**config.mk**
```make
export PLATFORM = sky130hd
export DESIGN_NAME = url_path_percent_decoder
export DESIGN_NICKNAME = d
export VERILOG_FILES = /design/src/sv/upd_pkg.sv /design/src/sv/upd_in_stage.sv /design/src/sv/upd_core.sv /design/src/sv/url_path_percent_decoder.sv
export VERILOG_INCLUDE_DIRS = /design/src /design/src/sv
export SDC_FILE = /design/constraint.sdc
export NUM_CORES = 1
export LEC_CHECK = 0
export ABC_CLOCK_PERIOD_IN_PS = 12500
export BUFFER_PORTS_ARGS = -buffer_cell sky130_fd_sc_hd__buf_2
export CAP_MARGIN = 20
export CORE_ASPECT_RATIO = 1.25
export CORE_UTILIZATION = 60
export DETAILED_ROUTE_END_ITERATION = 7
export HOLD_SLACK_MARGIN = 0.15
export PLACE_DENSITY = 0.87
export SETUP_SLACK_MARGIN = 0.1
export SYNTH_ARGS = -nofsm -noshare
export SYNTH_HDL_FRONTEND = slang
export SYNTH_SLANG_ARGS = --single-unit
export TNS_END_PERCENT = 1
```
**constraint.sdc**
```tcl
create_clock -name clk -period 12.5 [get_ports clk]
set_clock_uncertainty 0.05 [all_clocks]
set_input_delay 2.5 -clock clk [delete_from_list [all_inputs] [get_ports clk]]
set_output_delay 2.5 -clock clk [all_outputs]
set_load 0.01 [all_outputs]
```
**src/sv/url_path_percent_decoder_assert.svh**
```systemverilog
// assertion macros for the url path decoder
`ifndef URL_PATH_PERCENT_DECODER_ASSERT_SVH
`define URL_PATH_PERCENT_DECODER_ASSERT_SVH

// same-cycle implication, sampled on clk, off during rst
`define UPD_ASSERT_NOW(lbl, ante, cons) \
  lbl: assert property (@(posedge clk) disable iff (rst) (ante) |-> (cons)) \
    else $error("upd assertion failed");

// next-cycle implication, sampled on clk, off during rst
`define UPD_ASSERT_NEXT(lbl, ante, cons) \
  lbl: assert property (@(posedge clk) disable iff (rst) (ante) |=> (cons)) \
    else $error("upd assertion failed");

`endif

```
**src/sv/upd_pkg.sv**
```systemverilog
package upd_pkg;

  localparam int unsigned CharW = 8;
  localparam int unsigned CountW = 12;
  localparam int unsigned SizeW = 13;

  localparam logic [SizeW-1:0] LIMIT_MAX = 13'd4096;
  localparam logic [SizeW-1:0] BUF_SIZE_RESET = 13'd128;

  localparam logic [CharW-1:0] CH_NUL     = 8'h00;
  localparam logic [CharW-1:0] CH_TAB     = 8'h09;
  localparam logic [CharW-1:0] CH_LF      = 8'h0A;
  localparam logic [CharW-1:0] CH_CR      = 8'h0D;
  localparam logic [CharW-1:0] CH_SPACE   = 8'h20;
  localparam logic [CharW-1:0] CH_PERCENT = 8'h25;
  localparam logic [CharW-1:0] CH_PLUS    = 8'h2B;
  localparam logic [CharW-1:0] CH_DASH    = 8'h2D;
  localparam logic [CharW-1:0] CH_DOT     = 8'h2E;
  localparam logic [CharW-1:0] CH_SLASH   = 8'h2F;
  localparam logic [CharW-1:0] CH_QUEST   = 8'h3F;
  localparam logic [CharW-1:0] CH_UNDER   = 8'h5F;

  typedef enum logic [1:0] {
    ESC_NONE = 2'd0,
    ESC_HIGH = 2'd1,
    ESC_LOW  = 2'd2
  } esc_phase_t;

  typedef enum logic [1:0] {
    ST_BUSY   = 2'd0,
    ST_DONE   = 2'd1,
    ST_REJECT = 2'd2,
    ST_IDLE   = 2'd3
  } status_t;

  typedef struct packed {
    logic             valid;
    logic [CharW-1:0] ch;
    logic             start;
  } item_t;

  typedef struct packed {
    logic [CharW-1:0] byte_val;
    logic             vld;
    status_t          status;
  } result_t;

  // {is_hex, value}
  function automatic logic [4:0] hex_decode(input logic [CharW-1:0] c);
    logic [4:0] r;
    r = 5'd0;
    if (c inside {[8'h30:8'h39]}) begin
      r = {1'b1, c[3:0]};
    end else if (c inside {[8'h41:8'h46], [8'h61:8'h66]}) begin
      r = {1'b1, c[3:0] + 4'd9};
    end
    return r;
  endfunction

  function automatic logic is_plain(input logic [CharW-1:0] c);
    return (c inside {[8'h30:8'h39], [8'h41:8'h5A], [8'h61:8'h7A],
                      CH_UNDER, CH_DASH, CH_PLUS, CH_SLASH});
  endfunction

endpackage

```
**src/sv/upd_in_stage.sv**
```systemverilog
module upd_in_stage (
  input  logic                      clk,
  input  logic                      rst,
  input  logic                      char_valid,
  input  logic [upd_pkg::CharW-1:0] char_in,
  input  logic                      start_req,
  input  logic                      take,
  output logic                      char_stall,
  output upd_pkg::item_t            item
);
  import upd_pkg::*;

  logic accept;

  assign char_stall = item.valid && !take;
  assign accept = char_valid && !char_stall;

  always_ff @(posedge clk) begin
    if (rst) begin
      item.valid <= 1'b0;
    end else if (accept) begin
      item.valid <= 1'b1;
    end else if (take) begin
      item.valid <= 1'b0;
    end
  end

  always_ff @(posedge clk) begin
    if (accept) begin
      item.ch <= char_in;
      item.start <= start_req;
    end
  end

endmodule

```
**src/sv/upd_core.sv**
```systemverilog
`include "url_path_percent_decoder_assert.svh"

module upd_core (
  input  logic                      clk,
  input  logic                      rst,
  input  logic                      step,
  input  upd_pkg::item_t            item,
  input  logic [upd_pkg::SizeW-1:0] buffer_size,
  output upd_pkg::result_t          res
);
  import upd_pkg::*;

  logic              active;
  esc_phase_t        escape_phase;
  logic [3:0]        high_nibble;
  logic [CountW-1:0] bytes_written;
  logic              last_was_dot;

  logic              active_next;
  esc_phase_t        escape_phase_next;
  logic [3:0]        high_nibble_next;
  logic [CountW-1:0] bytes_written_next;
  logic              last_was_dot_next;

  logic [SizeW-1:0]  limit;
  logic [4:0]        hex;
  logic              full;

  assign limit = (buffer_size > LIMIT_MAX) ? LIMIT_MAX : buffer_size;
  assign hex = hex_decode(item.ch);

  always_comb begin
    active_next = active;
    escape_phase_next = escape_phase;
    high_nibble_next = high_nibble;
    bytes_written_next = bytes_written;
    last_was_dot_next = last_was_dot;
    res = '{byte_val: '0, vld: 1'b0, status: ST_BUSY};

    if (item.start) begin
      active_next = 1'b1;
      escape_phase_next = ESC_NONE;
      high_nibble_next = '0;
      bytes_written_next = '0;
      last_was_dot_next = 1'b0;
    end

    full = ({1'b0, bytes_written_next} + 13'd1) >= limit;

    if (!active_next) begin
      res.status = ST_IDLE;
    end else if (escape_phase_next == ESC_HIGH) begin
      if (hex[4]) begin
        high_nibble_next = hex[3:0];
        escape_phase_next = ESC_LOW;
      end else begin
        res.status = ST_REJECT;
      end
    end else if (escape_phase_next == ESC_LOW) begin
      if (hex[4]) begin
        escape_phase_next = ESC_NONE;
        res.byte_val = {high_nibble_next, hex[3:0]};
        res.vld = 1'b1;
        bytes_written_next = bytes_written_next + 12'd1;
      end else begin
        res.status = ST_REJECT;
      end
    end else begin
      case (item.ch)
        CH_NUL, CH_CR, CH_LF, CH_TAB, CH_SPACE, CH_QUEST: begin
          res.vld = 1'b1;
          res.status = ST_DONE;
        end
        CH_DOT: begin
          if (full || last_was_dot_next) begin
            res.status = ST_REJECT;
          end else begin
            last_was_dot_next = 1'b1;
            res.byte_val = item.ch;
            res.vld = 1'b1;
            bytes_written_next = bytes_written_next + 12'd1;
          end
        end
        CH_PERCENT: begin
          if (full) begin
            res.status = ST_REJECT;
          end else begin
            last_was_dot_next = 1'b0;
            escape_phase_next = ESC_HIGH;
          end
        end
        default: begin
          if (full || !is_plain(item.ch)) begin
            res.status = ST_REJECT;
          end else begin
            last_was_dot_next = 1'b0;
            res.byte_val = item.ch;
            res.vld = 1'b1;
            bytes_written_next = bytes_written_next + 12'd1;
          end
        end
      endcase
    end

    // path ends on completion or rejection
    if (res.status == ST_DONE || res.status == ST_REJECT) begin
      active_next = 1'b0;
      escape_phase_next = ESC_NONE;
      high_nibble_next = '0;
      bytes_written_next = '0;
      last_was_dot_next = 1'b0;
    end
  end

  always_ff @(posedge clk) begin
    if (rst) begin
      active <= 1'b0;
      escape_phase <= ESC_NONE;
      high_nibble <= '0;
      bytes_written <= '0;
      last_was_dot <= 1'b0;
    end else if (step) begin
      active <= active_next;
      escape_phase <= escape_phase_next;
      high_nibble <= high_nibble_next;
      bytes_written <= bytes_written_next;
      last_was_dot <= last_was_dot_next;
    end
  end

  `UPD_ASSERT_NOW(a_idle_clear, !active, escape_phase == ESC_NONE && bytes_written == '0 && !last_was_dot)
  `UPD_ASSERT_NEXT(a_end_deactivates, step && (res.status == ST_DONE || res.status == ST_REJECT), !active)
  `UPD_ASSERT_NOW(a_vld_status, step && res.vld, res.status == ST_BUSY || res.status == ST_DONE)
  `UPD_ASSERT_NEXT(a_high_to_low, step && active && !item.start && escape_phase == ESC_HIGH && res.status == ST_BUSY, escape_phase == ESC_LOW)

endmodule

```
**src/sv/url_path_percent_decoder.sv**
```systemverilog
// URL path percent decoder. Send one raw path character per request on
// char_in, with start_req high on the first character of a path; each
// request yields exactly one result (out_byte, out_valid, status) through
// the input and result registers. A request can be taken every cycle: the
// input register, combinational decode logic against the path state, and
// the result register form the only path, so throughput is one character
// per clock while result_stall is low. Escapes %XX become one byte, '..'
// rejects, NUL/CR/LF/tab/space/'?' complete with a zero terminator, and
// status is 0 in progress, 1 done, 2 rejected, 3 ignored (no path open).
// buffer_size (reset 128, values above 4096 act as 4096) bounds the
// decoded bytes to buffer_size minus one; write it only while idle.
module url_path_percent_decoder (
  input  logic                      clk,
  input  logic                      rst,
  input  logic                      cfg_we,
  input  logic [upd_pkg::SizeW-1:0] cfg_data,
  input  logic                      char_valid,
  output logic                      char_stall,
  input  logic [upd_pkg::CharW-1:0] char_in,
  input  logic                      start_req,
  output logic                      result_valid,
  input  logic                      result_stall,
  output logic [upd_pkg::CharW-1:0] out_byte,
  output logic                      out_valid,
  output logic [1:0]                status
);
  import upd_pkg::*;

  logic [SizeW-1:0] buffer_size;
  item_t            item;
  result_t          res;
  result_t          result;
  logic             out_ready;
  logic             take;

  assign out_ready = !result_valid || !result_stall;
  assign take = item.valid && out_ready;

  always_ff @(posedge clk) begin
    if (rst) begin
      buffer_size <= BUF_SIZE_RESET;
    end else if (cfg_we) begin
      buffer_size <= cfg_data;
    end
  end

  upd_in_stage u_in (
    .clk        (clk),
    .rst        (rst),
    .char_valid (char_valid),
    .char_in    (char_in),
    .start_req  (start_req),
    .take       (take),
    .char_stall (char_stall),
    .item       (item)
  );

  upd_core u_core (
    .clk         (clk),
    .rst         (rst),
    .step        (take),
    .item        (item),
    .buffer_size (buffer_size),
    .res         (res)
  );

  always_ff @(posedge clk) begin
    if (rst) begin
      result_valid <= 1'b0;
    end else if (out_ready) begin
      result_valid <= item.valid;
    end
  end

  always_ff @(posedge clk) begin
    if (take) begin
      result <= res;
    end
  end

  assign out_byte = result.byte_val;
  assign out_valid = result.vld;
  assign status = result.status;

endmodule

```
==> out/qor.yml <==
run_status:
  status: "finished clean"
clock_network:
  clk_path_buf_depth: 2
  htreeDepth: 2
  cts_setup_buffers: 0
  clk_latency_ns: 0.31
  clockRootBuffer: "clkbuf_8"
  clk_pin_slew_ns: 0.09
  cts_tree: "built"
  cts_resized: 0
  cts.sinks: 55
  cts_buffers: 5
  holdBufCountCts: 0
cells_and_area:
  fill_cells: 446
  nets: 460
  areaGrowthSynthToFinish_pct: 7.73
  drive_above_1_share_pct: 14.2
  diodes: 0
  post-route-util_pct: 68.1
yosys:
  ys_types: 69
  synth_seq_area_share_pct: 37.6
  synthTopCellsByCount: "nand2_1, nor2_1, dfxtp_1"
  syn_avg_cell_area_um2: 8.95
  synth_fa_ha_area_share_pct: 6.87
  synth_area_leaders: "dfxtp_1, edfxtp_1, ha_1, nand2_1, nor2_1"
  async_reset_ff_share_pct: 0
  synthFlopType: "dfxtp_1"
  synth_top_family_by_area: "simple AND/OR/NAND/NOR gates"
  synth-seq-cells: 55
  synth_area_mm2: 0.00346
  yosys.area_share.simple_pct: 22.4
  synth_warnings: 0
  synth_top_cell_area_share_pct: 20.2
  synth-compound-area-share_pct: 21.1
  netlist_instances: 387
  synthXorXnorAreaFrac_pct: 3.79
  yosysTopAreaCell: "dfxtp_1"
  synthMuxAreaShare_pct: 4.12
  synth_edf_count: 20
  synth_nets: 433
sta:
  rsz0062_at_grt: "no"
  setup_viol: 0
  tns_ns: 0
  drv_slew: 0
  fmax_mhz: 182
  min_period_over_period_pct: 44.0
  max_slew_margin_pct: 49.1
  finalHoldViolations: 0
  period_needed_ns: 5.50
  worstMarginPinSlew_ns: 0.761
worst_setup_path:
  arrival_ns: 2.95
  r2r_cells: 17
  start_kind: "input port"
  worstPathRequired_ns: 9.95
  worstReg2RegEnd: "u_core.bytes_written[9]"
  r2r_slack_ns: 7.72
  crit_fanout: 3
  cp-end-kind: "output port"
  path_class: "in -> out"
  reg2reg_from: "u_in.item[0]"
placed_design:
  hpwl_um: 5380
  io_buffers: 39
  place_congestion: 0.933
die:
  row_count: 30
  core_area_mm2: 0.00548
  die_y_um: 86.9
  die_x_um: 69.9
  die-area_mm2: 0.00608
  boundaryPins: 40
  initial_core_util_pct: 63.2
grt:
  grt_pass1_wl_um: 12100
  grt_max_degree: 32
  grt_antenna_before_repair: 0
  grt.overflow.total: 0
  grt_usage_pct: 24.6
  grt_pass1_vias: 2655
power:
  p_per_area_mw_per_mm2: 90.9
  irDropWorstVdd_v: 0.0000746
  finalPower_mw: 0.339
  p_leak_nw: 1.51
detailed_routing:
  dr.pass1.iters: 4
  wl_per_cell_um: 14.9
  vias_per_cell: 6.11
  ant_nets: 0
  vias: 2927
  finalWirelength_um: 7110
  drtIter0Drc: 186
  drcViolationCount: 0
flow_run:
  cap_violations: 0
hold_path:
  hold_class: "reg -> reg"
  hold_end: "u_core.bytes_written[10]"
  whs_path_depth: 1
  hold_start: "u_core.bytes_written[10]"
kinds of logic after synthesis:
family	Yosys count
and+or+nand+nor	150
AOI/OAI and AO/OA	101
DFF	55
buffers and inverters	33
adders and majority gates	19
xor gates and xnor gates	15
muxes	14
metal layers:
metal,share of wire [%],vias up,global-route usage [%]
li1,-,1475,-
met1,45,1352,32.3
met2,48,88,41.2
met3,4.7,12,3.36
met4,2.5,0,9.45
met5,0,-,0
final cells by class:
class	count	area [um2]	share of cell area (%)
Clock buffer	6	72.6	1.95
Clock inverter	2	7.51	0.201
Multi-Input combinational cell	299	2020	54.1
Inverter	13	48.8	1.31
Timing Repair Buffer	40	203	5.43
Tap cell	64	80.1	2.15
Sequential cell	55	1300	34.9
sequential cells by signal, indices dropped and copies added, names as in the netlist:
register / cells
out_byte: 8
u_core.last_was_dot: 1
u_core.high_nibble: 4
result_valid: 1
buffer_size: 13
u_in.item: 10
out_valid: 1
u_core.bytes_written: 12
u_core.escape_phase: 2
u_core.active: 1
status: 2
per-stage QoR:
| step | cells | cell area (um2) | worst slack, ns | hold slack, ns |
|---|---|---|---|---|
| floorplan | 387 | 3460 | 7.23 | 0.390 |
| global placement | 471 | 3650 | 7.02 | 0.406 |
| detailed placement | 471 | 3650 | 7.00 | 0.411 |
| CTS | 479 | 3730 | 7.00 | 0.437 |
| global route | 479 | 3730 | 6.99 | 0.462 |
| finish | 479 | 3730 | 7.00 | 0.435 |
worst max-delay path, stage by stage:
cell and delay, ns:
buf_2 0.11, and3_1 0.20, buf_2 0.14
placed cells by master, fill, tap and decap left out, types with 5 or more instances in the layout:
cell,netlist,routed
a21oi_1,20,20
a22o_1,11,11
a31oi_1,5,5
and2_1,7,7
and3_1,6,6
buf_2,4,39
clkbuf_8,0,5
dfxtp_1,35,35
edfxtp_1,20,20
ha_1,19,19
inv_1,12,12
mux2i_1,12,12
nand2_1,38,38
nand2b_1,5,5
nand3_1,10,10
nor2_1,38,38
nor2b_1,13,13
o21ai_0,12,12
xnor2_1,11,11
report_power, final:
part	leakage (nW)	total, mW	switching, mW	internal [mW]
logic	0.999	0.0483	0.0288	0.0195
registers	0.472	0.199	0.00614	0.193
clock network	0.0403	0.0921	0.0537	0.0384
how the worst max path moves through the flow:
stage	slack, ns	start	end
finish	7.00	result_stall	char_stall
global route	6.99	result_stall	char_stall
CTS	7.00	result_stall	char_stall
detailed placement	7.00	result_stall	char_stall
global placement	7.02	result_stall	char_stall
floorplan	7.23	result_stall	char_stall
Power figures use the tool's default switching activity.
